==> config.mk <==
export PLATFORM = sky130hd
export DESIGN_NAME = coprocessor_link_supervisor_unit_flat
export DESIGN_NICKNAME = d
export VERILOG_FILES = /design/src/design/clsu_pkg.sv /design/src/design/clsu_if.sv /design/src/design/clsu_apb_regs.sv /design/src/design/coprocessor_link_supervisor_unit.sv /design/src/flat_wrapper.sv
export SDC_FILE = /design/constraint.sdc
export NUM_CORES = 1
export LEC_CHECK = 0
export BUFFER_PORTS_ARGS = -buffer_cell sky130_fd_sc_hd__buf_2
export CAP_MARGIN = 20
export CORE_UTILIZATION = 30
export DETAILED_ROUTE_END_ITERATION = 10
export SYNTH_ARGS = -nofsm -noshare
export SYNTH_HDL_FRONTEND = slang
export SYNTH_HIERARCHICAL = 1
export SYNTH_SLANG_ARGS = --single-unit
==> constraint.sdc <==
create_clock -name clk -period 4.93 [get_ports clk]
set_clock_uncertainty 0.05 [all_clocks]
set_input_delay 0.493 -clock clk [delete_from_list [all_inputs] [get_ports clk]]
set_output_delay 0.493 -clock clk [all_outputs]
set_load 0.02 [all_outputs]
==> src/design/clsu_pkg.sv <==
// ----------------------------------------------------------------------------
// clsu_pkg
// Shared types and codes for the coprocessor link supervisor: event and
// action codes, link phase codes, register map and configuration bundle.
// ----------------------------------------------------------------------------
package clsu_pkg;

    // register port address width: three 32-bit registers at 4*i
    localparam int ADDR_W = 4;
    localparam int DATA_W = 32;

    // register indexes (paddr[3:2])
    localparam logic [1:0] REG_GRACE   = 2'd0;
    localparam logic [1:0] REG_TIMEOUT = 2'd1;
    localparam logic [1:0] REG_MAXBAD  = 2'd2;

    // register reset values
    localparam logic [7:0] GRACE_RST   = 8'd2;
    localparam logic [7:0] TIMEOUT_RST = 8'd20;
    localparam logic [3:0] MAXBAD_RST  = 4'd3;

    // input event codes
    localparam logic [1:0] CMD_TICK  = 2'd0;
    localparam logic [1:0] CMD_DONE  = 2'd1;
    localparam logic [1:0] CMD_ERROR = 2'd2;
    localparam logic [1:0] CMD_BYTE  = 2'd3;

    // action codes
    localparam logic [1:0] ACT_NONE      = 2'd0;
    localparam logic [1:0] ACT_HANDSHAKE = 2'd1;
    localparam logic [1:0] ACT_SEND      = 2'd2;
    localparam logic [1:0] ACT_READ      = 2'd3;

    // link phase codes
    localparam logic [2:0] PH_START     = 3'd0;
    localparam logic [2:0] PH_HS_BUSY   = 3'd1;
    localparam logic [2:0] PH_WAIT_SEND = 3'd2;
    localparam logic [2:0] PH_SEND_BUSY = 3'd3;
    localparam logic [2:0] PH_WAIT_READ = 3'd4;
    localparam logic [2:0] PH_READ_BUSY = 3'd5;

    localparam logic [7:0] FRAME_SUM_OK = 8'hFF;
    localparam logic [7:0] COUNT_MAX    = 8'hFF;
    localparam logic [3:0] BAD_MAX      = 4'hF;

    // configuration bundle handed from the register block
    typedef struct packed {
        logic [7:0] grace_ticks;
        logic [7:0] transfer_timeout_ticks;
        logic [3:0] max_bad_frames;
    } cfg_t;

endpackage

==> src/design/clsu_if.sv <==
// ----------------------------------------------------------------------------
// clsu channel interfaces
// Valid/ready channels for link events and for supervisor results.
// ----------------------------------------------------------------------------
interface clsu_in_if;
    logic       valid;
    logic       ready;
    logic [1:0] cmd;
    logic [7:0] rx_byte;

    modport source (output valid, output cmd, output rx_byte, input ready);
    modport sink (input valid, input cmd, input rx_byte, output ready);
endinterface

interface clsu_out_if;
    logic       valid;
    logic       ready;
    logic [1:0] action;
    logic       frame_good;
    logic       frame_bad;
    logic [3:0] bad_frame_count;

    modport source (output valid, output action, output frame_good,
                    output frame_bad, output bad_frame_count, input ready);
    modport sink (input valid, input action, input frame_good,
                  input frame_bad, input bad_frame_count, output ready);
endinterface

==> src/design/clsu_apb_regs.sv <==
// ----------------------------------------------------------------------------
// clsu_apb_regs
// Configuration registers of the link supervisor behind an APB-style port.
// ----------------------------------------------------------------------------
module clsu_apb_regs
(
    input  logic                       clk,
    input  logic                       rst_n,
    input  logic                       psel,
    input  logic                       penable,
    input  logic                       pwrite,
    input  logic [clsu_pkg::ADDR_W-1:0] paddr,
    input  logic [clsu_pkg::DATA_W-1:0] pwdata,
    output logic [clsu_pkg::DATA_W-1:0] prdata,
    output logic                       pready,
    output clsu_pkg::cfg_t             cfg
);

    logic [7:0] grace_reg;
    logic [7:0] timeout_reg;
    logic [3:0] maxbad_reg;
    logic       wr_en;
    logic [1:0] reg_idx;

    assign pready  = 1'b1;
    assign wr_en   = psel && penable && pwrite && pready;
    assign reg_idx = paddr[3:2];

    // register writes in the access phase
    always_ff @(posedge clk or negedge rst_n)
    begin
        if (!rst_n)
        begin
            grace_reg   <= clsu_pkg::GRACE_RST;
            timeout_reg <= clsu_pkg::TIMEOUT_RST;
            maxbad_reg  <= clsu_pkg::MAXBAD_RST;
        end
        else if (wr_en)
        begin
            unique case (reg_idx)
                clsu_pkg::REG_GRACE:   grace_reg   <= pwdata[7:0];
                clsu_pkg::REG_TIMEOUT: timeout_reg <= pwdata[7:0];
                clsu_pkg::REG_MAXBAD:  maxbad_reg  <= pwdata[3:0];
                default: ;
            endcase
        end
    end

    // read mux
    always_comb
    begin
        unique case (reg_idx)
            clsu_pkg::REG_GRACE:   prdata = {24'd0, grace_reg};
            clsu_pkg::REG_TIMEOUT: prdata = {24'd0, timeout_reg};
            clsu_pkg::REG_MAXBAD:  prdata = {28'd0, maxbad_reg};
            default:               prdata = '0;
        endcase
    end

    assign cfg.grace_ticks            = grace_reg;
    assign cfg.transfer_timeout_ticks = timeout_reg;
    assign cfg.max_bad_frames         = maxbad_reg;

endmodule

==> src/design/coprocessor_link_supervisor_unit.sv <==
// An accepted event is captured in the event register, then its result in the
// result register; the link state updates when the result is registered.
// Throughput: one event per cycle while the result output is not stalled; the state
// step is a single pass of counters and compares, so back-to-back events run at full rate.
// Reset (rst_n low, asynchronous): link in start phase, all counters zero,
// registers at their defaults, no result pending.
// ----------------------------------------------------------------------------
// coprocessor_link_supervisor_unit
// Supervises a polled bus link: grace timer, transfer timeout, frame checksum
// and consecutive bad frame limit, issuing one action per event.
// ----------------------------------------------------------------------------
module coprocessor_link_supervisor_unit
(
    input  logic                        clk,
    input  logic                        rst_n,
    clsu_in_if.sink                     in_ch,
    clsu_out_if.source                  out_ch,
    input  logic                        psel,
    input  logic                        penable,
    input  logic                        pwrite,
    input  logic [clsu_pkg::ADDR_W-1:0] paddr,
    input  logic [clsu_pkg::DATA_W-1:0] pwdata,
    output logic [clsu_pkg::DATA_W-1:0] prdata,
    output logic                        pready
);

    clsu_pkg::cfg_t cfg;

    // event stage
    logic       stage_valid_reg;
    logic [1:0] cmd_reg;
    logic [7:0] byte_reg;

    // link state
    logic [2:0] phase_reg,   phase_next;
    logic [7:0] grace_reg,   grace_next;
    logic [7:0] timeout_reg, timeout_next;
    logic [3:0] bad_reg,     bad_next;
    logic [7:0] sum_reg,     sum_next;

    // result stage
    logic       out_valid_reg;
    logic [1:0] action_reg,  action_next;
    logic       good_reg,    good_next;
    logic       badf_reg,    badf_next;
    logic [3:0] count_reg;

    logic       advance;
    logic       fire;
    logic       in_xfer;
    logic       do_start;
    logic       do_wait;
    logic [2:0] wait_phase;
    logic [7:0] tick_to;

    clsu_apb_regs u_regs
    (
        .clk     (clk),
        .rst_n   (rst_n),
        .psel    (psel),
        .penable (penable),
        .pwrite  (pwrite),
        .paddr   (paddr),
        .pwdata  (pwdata),
        .prdata  (prdata),
        .pready  (pready),
        .cfg     (cfg)
    );

    // handshake: result register frees the event stage
    assign advance     = !out_valid_reg || out_ch.ready;
    assign fire        = stage_valid_reg && advance;
    assign in_ch.ready = !stage_valid_reg || advance;
    assign in_xfer     = in_ch.valid && in_ch.ready;

    // one supervisor step on the registered event
    always_comb
    begin
        phase_next   = phase_reg;
        grace_next   = grace_reg;
        timeout_next = timeout_reg;
        bad_next     = bad_reg;
        sum_next     = sum_reg;
        action_next  = clsu_pkg::ACT_NONE;
        good_next    = 1'b0;
        badf_next    = 1'b0;
        do_start     = 1'b0;
        do_wait      = 1'b0;
        wait_phase   = clsu_pkg::PH_WAIT_SEND;
        tick_to      = (timeout_reg != clsu_pkg::COUNT_MAX) ? timeout_reg + 8'd1
                                                            : timeout_reg;

        // grace timer counts every tick, saturating at COUNT_MAX
        if (cmd_reg == clsu_pkg::CMD_TICK && grace_reg != clsu_pkg::COUNT_MAX)
            grace_next = grace_reg + 8'd1;

        unique case (phase_reg)
            clsu_pkg::PH_HS_BUSY,
            clsu_pkg::PH_SEND_BUSY,
            clsu_pkg::PH_READ_BUSY:
            begin
                case (cmd_reg)
                    clsu_pkg::CMD_TICK:
                    begin
                        timeout_next = tick_to;
                        if (tick_to >= cfg.transfer_timeout_ticks)
                            do_start = 1'b1;
                    end
                    clsu_pkg::CMD_ERROR:
                        do_start = 1'b1;
                    clsu_pkg::CMD_BYTE:
                    begin
                        if (phase_reg == clsu_pkg::PH_READ_BUSY)
                            sum_next = sum_reg + byte_reg;
                    end
                    default:
                    begin
                        // transfer finished ok
                        if (phase_reg == clsu_pkg::PH_HS_BUSY)
                        begin
                            grace_next = '0;
                            do_wait    = 1'b1;
                        end
                        else if (phase_reg == clsu_pkg::PH_SEND_BUSY)
                        begin
                            phase_next = clsu_pkg::PH_WAIT_READ;
                            wait_phase = clsu_pkg::PH_WAIT_READ;
                            // no bad frame check on this path
                            if (grace_next >= cfg.grace_ticks)
                            begin
                                grace_next   = grace_next - cfg.grace_ticks;
                                timeout_next = '0;
                                phase_next   = clsu_pkg::PH_READ_BUSY;
                                sum_next     = '0;
                                action_next  = clsu_pkg::ACT_READ;
                            end
                        end
                        else
                        begin
                            // status frame complete: check its byte sum
                            if (sum_reg == clsu_pkg::FRAME_SUM_OK)
                            begin
                                good_next = 1'b1;
                                bad_next  = '0;
                            end
                            else
                            begin
                                badf_next = 1'b1;
                                if (bad_reg != clsu_pkg::BAD_MAX)
                                    bad_next = bad_reg + 4'd1;
                            end
                            do_wait = 1'b1;
                        end
                    end
                endcase
            end
            clsu_pkg::PH_WAIT_SEND,
            clsu_pkg::PH_WAIT_READ:
            begin
                if (cmd_reg == clsu_pkg::CMD_TICK)
                begin
                    wait_phase = phase_reg;
                    if (grace_next >= cfg.grace_ticks)
                    begin
                        grace_next   = grace_next - cfg.grace_ticks;
                        timeout_next = '0;
                        if (phase_reg == clsu_pkg::PH_WAIT_SEND)
                        begin
                            phase_next  = clsu_pkg::PH_SEND_BUSY;
                            action_next = clsu_pkg::ACT_SEND;
                        end
                        else
                        begin
                            phase_next  = clsu_pkg::PH_READ_BUSY;
                            sum_next    = '0;
                            action_next = clsu_pkg::ACT_READ;
                        end
                    end
                end
            end
            default:
                do_start = 1'b1;
        endcase

        // after a handshake or a read: restart at the bad frame limit, else enter the send wait or start a send at once
        if (do_wait)
        begin
            if (bad_next >= cfg.max_bad_frames)
                do_start = 1'b1;
            else
            begin
                phase_next = wait_phase;
                if (grace_next >= cfg.grace_ticks)
                begin
                    grace_next   = grace_next - cfg.grace_ticks;
                    timeout_next = '0;
                    phase_next   = clsu_pkg::PH_SEND_BUSY;
                    action_next  = clsu_pkg::ACT_SEND;
                end
            end
        end

        // link restart: bus reset and handshake
        if (do_start)
        begin
            bad_next     = '0;
            timeout_next = '0;
            phase_next   = clsu_pkg::PH_HS_BUSY;
            action_next  = clsu_pkg::ACT_HANDSHAKE;
        end
    end

    // control state
    always_ff @(posedge clk or negedge rst_n)
    begin
        if (!rst_n)
        begin
            stage_valid_reg <= 1'b0;
            out_valid_reg   <= 1'b0;
            phase_reg       <= clsu_pkg::PH_START;
            grace_reg       <= '0;
            timeout_reg     <= '0;
            bad_reg         <= '0;
            sum_reg         <= '0;
        end
        else
        begin
            if (in_xfer)
                stage_valid_reg <= 1'b1;
            else if (advance)
                stage_valid_reg <= 1'b0;

            if (fire)
            begin
                out_valid_reg <= 1'b1;
                phase_reg     <= phase_next;
                grace_reg     <= grace_next;
                timeout_reg   <= timeout_next;
                bad_reg       <= bad_next;
                sum_reg       <= sum_next;
            end
            else if (out_ch.ready)
                out_valid_reg <= 1'b0;
        end
    end

    // payload registers
    always_ff @(posedge clk)
    begin
        if (in_xfer)
        begin
            cmd_reg  <= in_ch.cmd;
            byte_reg <= in_ch.rx_byte;
        end
        if (fire)
        begin
            action_reg <= action_next;
            good_reg   <= good_next;
            badf_reg   <= badf_next;
            count_reg  <= bad_next;
        end
    end

    assign out_ch.valid           = out_valid_reg;
    assign out_ch.action          = action_reg;
    assign out_ch.frame_good      = good_reg;
    assign out_ch.frame_bad       = badf_reg;
    assign out_ch.bad_frame_count = count_reg;

`ifndef NO_ASSERTIONS
    // a restart always shows a cleared bad frame count
    a_restart_clears: assert property (@(posedge clk) disable iff (!rst_n)
        (out_valid_reg && action_reg == clsu_pkg::ACT_HANDSHAKE) |-> (count_reg == 4'd0))
        else $error("restart result with nonzero bad frame count");

    // a finished frame never starts a status read in the same step
    a_frame_no_read: assert property (@(posedge clk) disable iff (!rst_n)
        (out_valid_reg && (good_reg || badf_reg)) |->
        (action_reg != clsu_pkg::ACT_READ && !(good_reg && badf_reg)))
        else $error("frame verdict with read action or both verdicts");

    // events are refused only while a result is stalled behind a full stage
    a_ready_stall: assert property (@(posedge clk) disable iff (!rst_n)
        !in_ch.ready |-> (stage_valid_reg && out_valid_reg && !out_ch.ready))
        else $error("event input stalled without a stalled result");

    // a good frame clears the count
    a_good_clears: assert property (@(posedge clk) disable iff (!rst_n)
        (out_valid_reg && good_reg) |-> (count_reg == 4'd0))
        else $error("good frame with nonzero bad frame count");

    // each processed event yields a result at the next edge
    a_fire_result: assert property (@(posedge clk) disable iff (!rst_n)
        fire |=> out_valid_reg)
        else $error("processed event produced no result");
`endif

endmodule
==> src/flat_wrapper.sv <==
// flat-port wrapper written by rule: the top's interface ports become plain ports
module coprocessor_link_supervisor_unit_flat 
  (clk, rst_n, psel, penable, pwrite, paddr, pwdata, prdata, pready, in_ch_valid, in_ch_cmd, in_ch_rx_byte, in_ch_ready, out_ch_valid, out_ch_action, out_ch_frame_good, out_ch_frame_bad, out_ch_bad_frame_count, out_ch_ready);
  clsu_in_if in_ch_i ();
  clsu_out_if out_ch_i ();
  input  logic clk;
  input  logic rst_n;
  input  logic psel;
  input  logic penable;
  input  logic pwrite;
  input  logic [clsu_pkg::ADDR_W-1:0] paddr;
  input  logic [clsu_pkg::DATA_W-1:0] pwdata;
  output logic [clsu_pkg::DATA_W-1:0] prdata;
  output logic pready;
  input wire logic [$bits(in_ch_i.valid)-1:0] in_ch_valid;
  input wire logic [$bits(in_ch_i.cmd)-1:0] in_ch_cmd;
  input wire logic [$bits(in_ch_i.rx_byte)-1:0] in_ch_rx_byte;
  output wire logic [$bits(in_ch_i.ready)-1:0] in_ch_ready;
  output wire logic [$bits(out_ch_i.valid)-1:0] out_ch_valid;
  output wire logic [$bits(out_ch_i.action)-1:0] out_ch_action;
  output wire logic [$bits(out_ch_i.frame_good)-1:0] out_ch_frame_good;
  output wire logic [$bits(out_ch_i.frame_bad)-1:0] out_ch_frame_bad;
  output wire logic [$bits(out_ch_i.bad_frame_count)-1:0] out_ch_bad_frame_count;
  input wire logic [$bits(out_ch_i.ready)-1:0] out_ch_ready;
  assign in_ch_i.valid = in_ch_valid;
  assign in_ch_i.cmd = in_ch_cmd;
  assign in_ch_i.rx_byte = in_ch_rx_byte;
  assign in_ch_ready = in_ch_i.ready;
  assign out_ch_valid = out_ch_i.valid;
  assign out_ch_action = out_ch_i.action;
  assign out_ch_frame_good = out_ch_i.frame_good;
  assign out_ch_frame_bad = out_ch_i.frame_bad;
  assign out_ch_bad_frame_count = out_ch_i.bad_frame_count;
  assign out_ch_i.ready = out_ch_ready;
  coprocessor_link_supervisor_unit u_core (.clk(clk), .rst_n(rst_n), .in_ch(in_ch_i), .out_ch(out_ch_i), .psel(psel), .penable(penable), .pwrite(pwrite), .paddr(paddr), .pwdata(pwdata), .prdata(prdata), .pready(pready));
endmodule
==> results of run 1 <==
[routing by layer]
| layer | up-vias | GRT usage (%) | wire length [um] |
|---|---|---|---|
| met1 | 2199 | 20.0 | 6420 |
| met5 | - | 0 | 0 |
| met4 | 0 | 6.11 | 276 |
| met2 | 81 | 25.9 | 6690 |
| li1 | 2292 | - | - |
| met3 | 21 | 3.02 | 459 |
[cell families after synthesis]
logic type / Yosys count
multiplexers: 35
flip-flops: 71
AND/OR/NAND/NOR: 161
other: 2
adder cells (fa/ha/maj): 41
buffers and inverters: 87
XOR/XNOR: 19
AO/OA/AOI/OAI: 152
[how the worst max path moves through the flow]
stage                     cells after the start           startpoint  slack, ns                     to
final                                        21  u_core/grace_reg[1]       0.04  u_core/timeout_reg[3]
after global routing                         21    u_core/cmd_reg[0]      -0.24  u_core/timeout_reg[3]
after CTS                                    22    u_core/cmd_reg[1]     -0.006    u_core/grace_reg[2]
after detailed placement                     19    u_core/cmd_reg[1]      -0.26  u_core/timeout_reg[5]
after global placement                       21  u_core/grace_reg[1]      -0.19  u_core/timeout_reg[6]
after floorplan                              21  u_core/grace_reg[0]       0.01    u_core/grace_reg[4]
[cell usage in the layout, fill, tap and decap left out, drive strengths merged, types with 5 or more instances in the layout]
cell type	count
a211oi	5
a21o	12
a21oi	33
a22o	12
a31o	6
a31oi	7
and2	9
and3	6
buf	130
clkbuf	11
conb	25
dfrtp	48
dfstp	5
edfxtp	18
ha	38
inv	41
mux2	26
mux2i	9
nand2	32
nand2b	7
nand3	20
nand4	11
nor2	31
nor2b	6
nor3	16
o2111ai	5
o21a	8
o21ai	21
o22ai	5
or3	6
xnor2	12
xor2	7
[critical path, cell delays in order, from the launching register on]
cell and delay, ns:
dfrtp_1 0.36, ha_2 0.20, inv_2 0.04, or3_4 0.40
nand2_4 0.11, xor2_4 0.19, ha_2 0.20, inv_1 0.05
fa_2 0.34, a211oi_2 0.22, or3_4 0.19, a41oi_2 0.12
buf_4 0.15, a21oi_1 0.26, a22o_1 0.21, ha_1 0.26
o21ai_0 0.22, nor2_2 0.07, o31a_1 0.30, o221ai_4 0.27
nand3_4 0.22, o311ai_1 0.34
[repair_timing]
item / 4_1_cts / 5_1_grt
setup endpoints to repair: 18 / 18
resized for setup: 32 / 33
pin swaps: 16 / 25
gates cloned: 1 / 0
setup buffers: 9 / 4
[power groups by stage]
stage	clock, W	combinational (W)	sequential (W)
after floorplan	0	0.00129	0.000844
after global placement	0	0.00194	0.000861
after detailed placement	0	0.00196	0.000861
after CTS	0.000729	0.00210	0.000854
after global routing	0.000752	0.00245	0.000874
final	0.000712	0.00223	0.000856
[layout make-up]
type,count,area (um2)
Tap cell,225,282
Inverter,40,150
Clock buffer,11,243
Sequential cell,71,1870
Multi-Input combinational cell,433,3460
Timing Repair Buffer,130,896
Clock inverter,5,80.1
Fill cell,1742,10400
[stage by stage]
step | setup WS [ns] | area (um2) | TNS (ns)
after floorplan | 0.0101 | 5520 | 0
after global placement | -0.187 | 6250 | -2.11
after global routing | -0.242 | 6990 | -3.52
after CTS | -0.00641 | 6800 | -0.0152
after detailed placement | -0.256 | 6250 | -2.77
final | 0.0442 | 6990 | 0
==> flow_summary.toml, run 1 <==
[synthesis]
synth_top_flop_cell = "dfrtp_1"
synthSimpleGateAreaFrac_pct = 16.1
synth.most_common_cell = "dfrtp_1"
synth_common_cells = "dfrtp_1, inv_1, ha_1, a21oi_1, nand2_1"
synth_fa_ha_area_share_pct = 9.94
synthCells = 568
synthMuxAreaShare_pct = 7.66
yosysSeqAreaShare_pct = 34.8
ys_ff_latch = 71
synth-compound-area-share_pct = 19.9
yosysWarnings = 6
synth_xor_area_share_pct = 3.09
synth_top_area_share_pct = 22.3
yosysTopAreaCell = "dfrtp_1"
synth_area_um2 = 5390
synth_edf_count = 18
async_flop_share_pct = 74.6
synth.distinct_cells = 73
synth_top_family_by_area = "compound AO/OA/AOI/OAI gates"
synthTopCellsByArea = "dfrtp_1, edfxtp_1, ha_1, mux2_2, buf_4"
avgSynthCellArea_um2 = 9.49

[critical_path]
cp-end-kind = "flop"
worstPathArrival_ns = 5.08
r2r_setup_slack_ns = 0.04
r2r_cells = 21
worst_ep_required_time_ns = 5.12
worstPathMaxFanout = 8
worstReg2RegStart = "u_core/grace_reg[1]"
critical_path_class = "flop to flop"
r2r-end = "u_core/timeout_reg[3]"
startpoint_type = "flop"

[power_and_ir_drop]
power.total_w = 0.00379
powerDensity_nw_per_um2 = 543
pwr-share-clk_pct = 18.8
p_leak_nw = 3.18
p_int_w = 0.00229
net-switching-power_w = 0.00151
pwr-share-seq_pct = 22.6
max-vdd-ir-drop_uv = 332
sw_frac_of_total_pct = 39.7
combPwrFrac_pct = 58.7

[timing]
fmax_ghz = 0.205
period_share_pct = 99.1
finalCriticalPeriod_ns = 4.89
max_slew_margin_pct = 26.4
worst_pin_slew_ns = 1.10
whs_ns = 0.231
drv_slew = 0
grt_setup_unrepaired = "true"
hold_viol_final = 0
setup_viol = 0

[drt]
drc_errors = 0
drt-total-wl_um = 13800
via_per_inst = 5.02
routedWlPerCell_um = 15.1
antenna_left = 0
drt_first_pass_iters = 4
drtIter0Drc = 199
via_count = 4593

[layout]
final_util_pct = 40.1
finalNetCount = 779
diodes = 0
final_cells = 915
area_growth_pct = 29.6
layout-drive-gt1-share_pct = 35.1

[clock_network]
cts_buffers = 9
cts_sinks = 71
clockRootBuffer = "clkbuf_16"
h-tree-depth = 3
clk_pin_slew_worst_paths_ns = 0.06
hold_buffers = 0
cts_buffer_depth = 2
clkLatencyLatePin_ns = 0.34
tritoncts = "yes"

[grt]
grt_pass1_vias = 4458
grt_overflow = 0
grt_pass1_wl_um = 22300
grt_max_degree = 54
antenna_found_initial = 0
grt.total_usage_pct = 15.7

[floorplanning]
core_area_um2 = 17400
die_area_um2 = 18500
die-height_um = 136
ios = 96
start_util_pct = 30.9
die-width_um = 136
rows = 48

[min_path]
hold_path_class = "input port to asynchronous set/reset pin"

[outcome]
status = "finished clean"

[run]
cap_violations = 0

[place]
portBuffers = 44
detailed_place_hpwl_um = 10200
place_congestion = 0.902
dp_cells = 885
No activity file was read; power rests on OpenSTA's default activity.
==> inputs of run 2 (changes only) <==
--- a/config.mk
+++ b/config.mk
@@ -7,6 +7,7 @@
 export LEC_CHECK = 0
 export BUFFER_PORTS_ARGS = -buffer_cell sky130_fd_sc_hd__buf_2
 export CAP_MARGIN = 20
+export CORE_MARGIN = 2
 export CORE_UTILIZATION = 30
 export DETAILED_ROUTE_END_ITERATION = 10
 export SYNTH_ARGS = -nofsm -noshare
==> run 2 against run 1 <==
Effect of this change:
- the flow now finishes with violations (setup timing)
- sequential cell count unchanged
- via count up 0.52%
- combinational power down 4%
- register-to-register slack worse by 0.05 ns
- critical endpoint is now u_core/grace_reg[4]
- highest routed layer unchanged
==> flow_summary.toml, run 2 (synthesis results as in run 1) <==
[critical_path]
critical_path_class = "flop to flop"
worst_ep_required_time_ns = 5.12
cp-end-kind = "flop"
worstPathMaxFanout = 5
worstPathArrival_ns = 5.12
startpoint_type = "flop"

[timing]
worst_pin_slew_ns = 1.06
grt_setup_unrepaired = "true"
period_share_pct = 100
fmax_ghz = 0.202
drv_slew = 0
hold_viol_final = 0
setup_viol = 3
setup-tns-final_ns = -0.0144
finalCriticalPeriod_ns = 4.94
layout_setup_ws_ns = -0.00875
whs_ns = 0.234
max_slew_margin_pct = 29.3

[grt]
grt_overflow = 0
grt_pass1_vias = 4495
antenna_found_initial = 0
grt.total_usage_pct = 14.5
grt_pass1_wl_um = 22500
grt_max_degree = 54

[floorplanning]
die_area_um2 = 19100
start_util_pct = 30.3
die-height_um = 138
ios = 96
core_area_um2 = 17800
rows = 49
die-width_um = 138

[clock_network]
clockRootBuffer = "clkbuf_16"
hold_buffers = 0
clk_pin_slew_worst_paths_ns = 0.06
cts_buffers = 9
cts_sinks = 71
tritoncts = "yes"
h-tree-depth = 3
cts_buffer_depth = 2
clkLatencyLatePin_ns = 0.34

[run]
cap_violations = 0

[power_and_ir_drop]
max-vdd-ir-drop_uv = 238
powerDensity_nw_per_um2 = 536
p_leak_nw = 3.10

[place]
dp_slack_ns = -0.271
detailed_place_hpwl_um = 10400
portBuffers = 44
dp_cells = 887
place_congestion = 0.855

[drt]
antenna_left = 0
via_per_inst = 5.07
drt_first_pass_iters = 4
drc_errors = 0
routedWlPerCell_um = 15.1
drt-total-wl_um = 13800
drtIter0Drc = 231
via_count = 4617

[layout]
finalNetCount = 771
final_cells = 911
final_cell_mix = "buf_4, dfrtp_1, buf_2"
diodes = 0
layout-drive-gt1-share_pct = 32.3
layout_commonest_cell = "buf_4"
area_growth_pct = 26.5
final_util_pct = 38.4

[outcome]
violations = "setup timing"
status = "complete, but fails checks"

[min_path]
hold_path_class = "input port to asynchronous set/reset pin"
[run 2: metrics by stage]
stage | cell area, um2 | total power, W
after global routing | 6820 | 0.00393
final | 6820 | 0.00365
after global placement | 6240 | 0.00280
after floorplan | 5520 | 0.00213
after detailed placement | 6240 | 0.00282
after CTS | 6660 | 0.00357
[run 2: worst max-delay path, cell delays in order (launching register included)]
cell and delay [ns]:
dfrtp_1 0.38, ha_2 0.20, inv_1 0.05, buf_4 0.14, nor3_4 0.16, and3_4 0.21, mux2_4 0.33, ha_4 0.29
nand2_1 0.07, or3_4 0.43, a41oi_2 0.23, a21o_1 0.13, o22a_1 0.15, ha_2 0.19, inv_2 0.04, fa_2 0.35
a211oi_2 0.28, nor2_2 0.07, o31a_1 0.29, o221a_2 0.33, a221o_1 0.31, o22a_1 0.15
[run 2: worst paths after layout]
path                                             start                     endpoint  slack (ns)  cells after the start
min in group clk                      in_ch_rx_byte[0]           u_core/byte_reg[0]        0.27                      1
worst min-delay path                             rst_n            u_core/sum_reg[1]        0.23                      2
max in group asynchronous                        rst_n  u_core/u_regs/maxbad_reg[3]        4.10                      2
worst max register to register     u_core/grace_reg[1]          u_core/grace_reg[4]      -0.009                     21
worst max-delay path               u_core/grace_reg[1]          u_core/grace_reg[4]      -0.009                     21
worst min register to register  u_core/stage_valid_reg          u_core/out_ch.valid        0.45                      1
[run 2: area by class of cell]
class                      count  area (um2)
sequential                    71        1870
fill                        1799       11000
inverter                      40         150
clock buffer                  14         285
timing repair buffer         122         817
multi-input combinational    433        3390
tap                          229         287
clock inverter                 2        12.5
[run 2: repair_timing]
| item | 4_1_cts | 5_1_grt |
|---|---|---|
| setup buffers | 2 | 6 |
| endpoints found under the hold margin | 0 | 0 |
| endpoints found under the setup margin | 18 | 18 |
| pin swaps | 13 | 15 |
| cloned | 0 | 0 |
| resized for setup | 22 | 24 |
[run 2: metal layers]
layer / part of all wire, % / routed length (um) / up-vias / GRT usage, %
met5: 0 / 0 / - / 0
met1: 46 / 6320 / 2232 / 18.7
met2: 49 / 6710 / 105 / 24.1
li1: - / - / 2266 / -
met3: 4.1 / 559 / 14 / 3.19
met4: 1.4 / 191 / 0 / 4.89
[run 2: power by group]
| group | internal [W] | switching, W |
|---|---|---|
| Clock | 0.000398 | 0.000249 |
| Sequential | 0.000744 | 0.000114 |
| Combinational | 0.00102 | 0.00113 |
==> inputs of run 3 (changes only) <==
--- a/config.mk
+++ b/config.mk
@@ -5,11 +5,12 @@
 export SDC_FILE = /design/constraint.sdc
 export NUM_CORES = 1
 export LEC_CHECK = 0
-export BUFFER_PORTS_ARGS = -buffer_cell sky130_fd_sc_hd__buf_2
 export CAP_MARGIN = 20
 export CORE_MARGIN = 2
 export CORE_UTILIZATION = 30
 export DETAILED_ROUTE_END_ITERATION = 10
+export DONT_BUFFER_PORTS = 1
+export SETUP_SLACK_MARGIN = 0.05
 export SYNTH_ARGS = -nofsm -noshare
 export SYNTH_HDL_FRONTEND = slang
 export SYNTH_HIERARCHICAL = 1
==> run 3 against run 2 <==
Effect of this change:
- the flow still finishes with violations (setup timing)
- worst hold slack lost 0.045 ns
- combinational power grew 8%
- register-to-register slack lost 0.096 ns
- clock power grew 3%
- first-iteration DRC count grew 8.2%
- non-clock buffer count shrank 27
- via count grew 0.17%
- highest routed layer unchanged
==> flow_summary.toml, run 3 (synthesis results as in run 1) <==
[drt]
drc_errors = 0
antenna_left = 0
drt_first_pass_iters = 4
drtIter0Drc = 250
drt-total-wl_um = 15100
via_count = 4625
via_per_inst = 5.23
routedWlPerCell_um = 17.0

[min_path]
hold_path_class = "input port to flop"

[critical_path]
cp-end-kind = "flop"
worstPathMaxFanout = 5
critical_path_class = "flop to flop"
worst_ep_required_time_ns = 5.11
startpoint_type = "flop"
worstPathArrival_ns = 5.22

[place]
portBuffers = 0
dp_slack_ns = -0.308
place_congestion = 0.874
detailed_place_hpwl_um = 11200

[layout]
n_fill_cell = 1763
finalNetCount = 744
final_cell_mix = "buf_4, dfrtp_1, inv_1"
area_growth_pct = 28.4
layout_commonest_cell = "buf_4"
layout-drive-gt1-share_pct = 31.0
final_util_pct = 38.9
diodes = 0

[timing]
finalCriticalPeriod_ns = 5.03
period_share_pct = 102
hold_viol_final = 0
worst_pin_slew_ns = 0.941
fmax_ghz = 0.199
drv_slew = 0
grt_setup_unrepaired = "true"
setup_viol = 17
whs_ns = 0.188
max_slew_margin_pct = 37.1
layout_setup_ws_ns = -0.105

[floorplanning]
start_util_pct = 30.3
die-width_um = 138
ios = 96
rows = 49
core_area_um2 = 17800
die-height_um = 138
die_area_um2 = 19100

[outcome]
violations = "setup timing"
status = "complete, but fails checks"

[clock_network]
clockRootBuffer = "clkbuf_16"
tritoncts = "yes"
clkLatencyLatePin_ns = 0.35
cts_sinks = 71
cts_buffer_depth = 2
h-tree-depth = 3
clk_pin_slew_worst_paths_ns = 0.06
cts_buffers = 9

[grt]
grt_pass1_wl_um = 24200
grt.total_usage_pct = 15.8
antenna_found_initial = 0
grt_pass1_vias = 4718
grt_overflow = 0
grt_max_degree = 54

[power_and_ir_drop]
powerDensity_nw_per_um2 = 559
max-vdd-ir-drop_uv = 282
p_leak_nw = 3.07

[run]
cap_violations = 0
==> run 3: power breakdown <==
| part | leakage [nW] | total (W) | internal, W | switching, W |
|---|---|---|---|---|
| registers | 0.839 | 0.000872 | 0.000744 | 0.000128 |
| clock network | 0.146 | 0.000666 | 0.000406 | 0.000261 |
| logic | 2.08 | 0.00233 | 0.00114 | 0.00119 |
| total | 3.07 | 0.00387 | 0.00229 | 0.00158 |
==> run 3: final timing paths <==
| check | slack [ns] | endpoint | depth (start not counted) | from |
|---|---|---|---|---|
| worst min register to register | 0.46 | u_core/out_ch.valid | 1 | u_core/stage_valid_reg |
| max in group asynchronous | 3.85 | u_core/u_regs/timeout_reg[2] | 2 | rst_n |
| min in group asynchronous | 0.69 | u_core/bad_reg[1] | 2 | rst_n |
| worst max-delay path | -0.10 | u_core/grace_reg[4] | 19 | u_core/cmd_reg[0] |
| worst max register to register | -0.10 | u_core/grace_reg[4] | 19 | u_core/cmd_reg[0] |
| worst min-delay path | 0.19 | u_core/byte_reg[0] | 0 | in_ch_rx_byte[0] |
==> run 3: critical path, stage by stage (launching register included) <==
cell      delay [ns]
edfxtp_1        0.45
or2_4           0.30
nor3_4          0.20
and3_4          0.21
mux2_4          0.32
ha_4            0.29
nand2_2         0.06
or3_4           0.40
a41oi_2         0.24
a21o_1          0.14
o22a_1          0.18
ha_2            0.21
inv_2           0.04
fa_2            0.36
a211oi_2        0.23
nor2_1          0.09
o31a_1          0.33
o221a_2         0.32
a221o_1         0.32
o22a_1          0.17
==> run 3: area by class of cell <==
type / count / area (um2) / share of cell area [%]
Clock inverter: 5 / 57.6 / 0.832
Inverter: 40 / 150 / 2.17
Clock buffer: 11 / 243 / 3.51
Timing Repair Buffer: 95 / 805 / 11.6
Multi-Input combinational cell: 433 / 3510 / 50.7
Tap cell: 229 / 287 / 4.14
Sequential cell: 71 / 1870 / 27.1
==> run 3: metrics by stage <==
step	power, W	std cells	cell area [um2]	TNS [ns]
after floorplan	0.00215	591	5550	0
after global routing	0.00414	884	6920	-4.49
after detailed placement	0.00284	843	6050	-3.76
after global placement	0.00278	843	6050	-2.22
final	0.00387	884	6920	-1.09
after CTS	0.00371	875	6680	0
==> run 3: repair_timing <==
action / 4_1_cts / 5_1_grt
hold endpoints to repair: 53 / 0
setup endpoints to repair: 18 / 18
resized for setup: 29 / 28
gates cloned: 1 / 0
hold buffers: 2 / 0
setup buffers: 13 / 9
pin swaps: 17 / 26
==> run 3: metal layers <==
layer  part of all wire (%)  vias up  GRT usage (%)
met4                    2.2        0           6.44
met2                     49      119           26.3
met5                      0        -              0
li1                       -     2225              -
met1                     43     2254           19.9
met3                    5.0       27           3.67
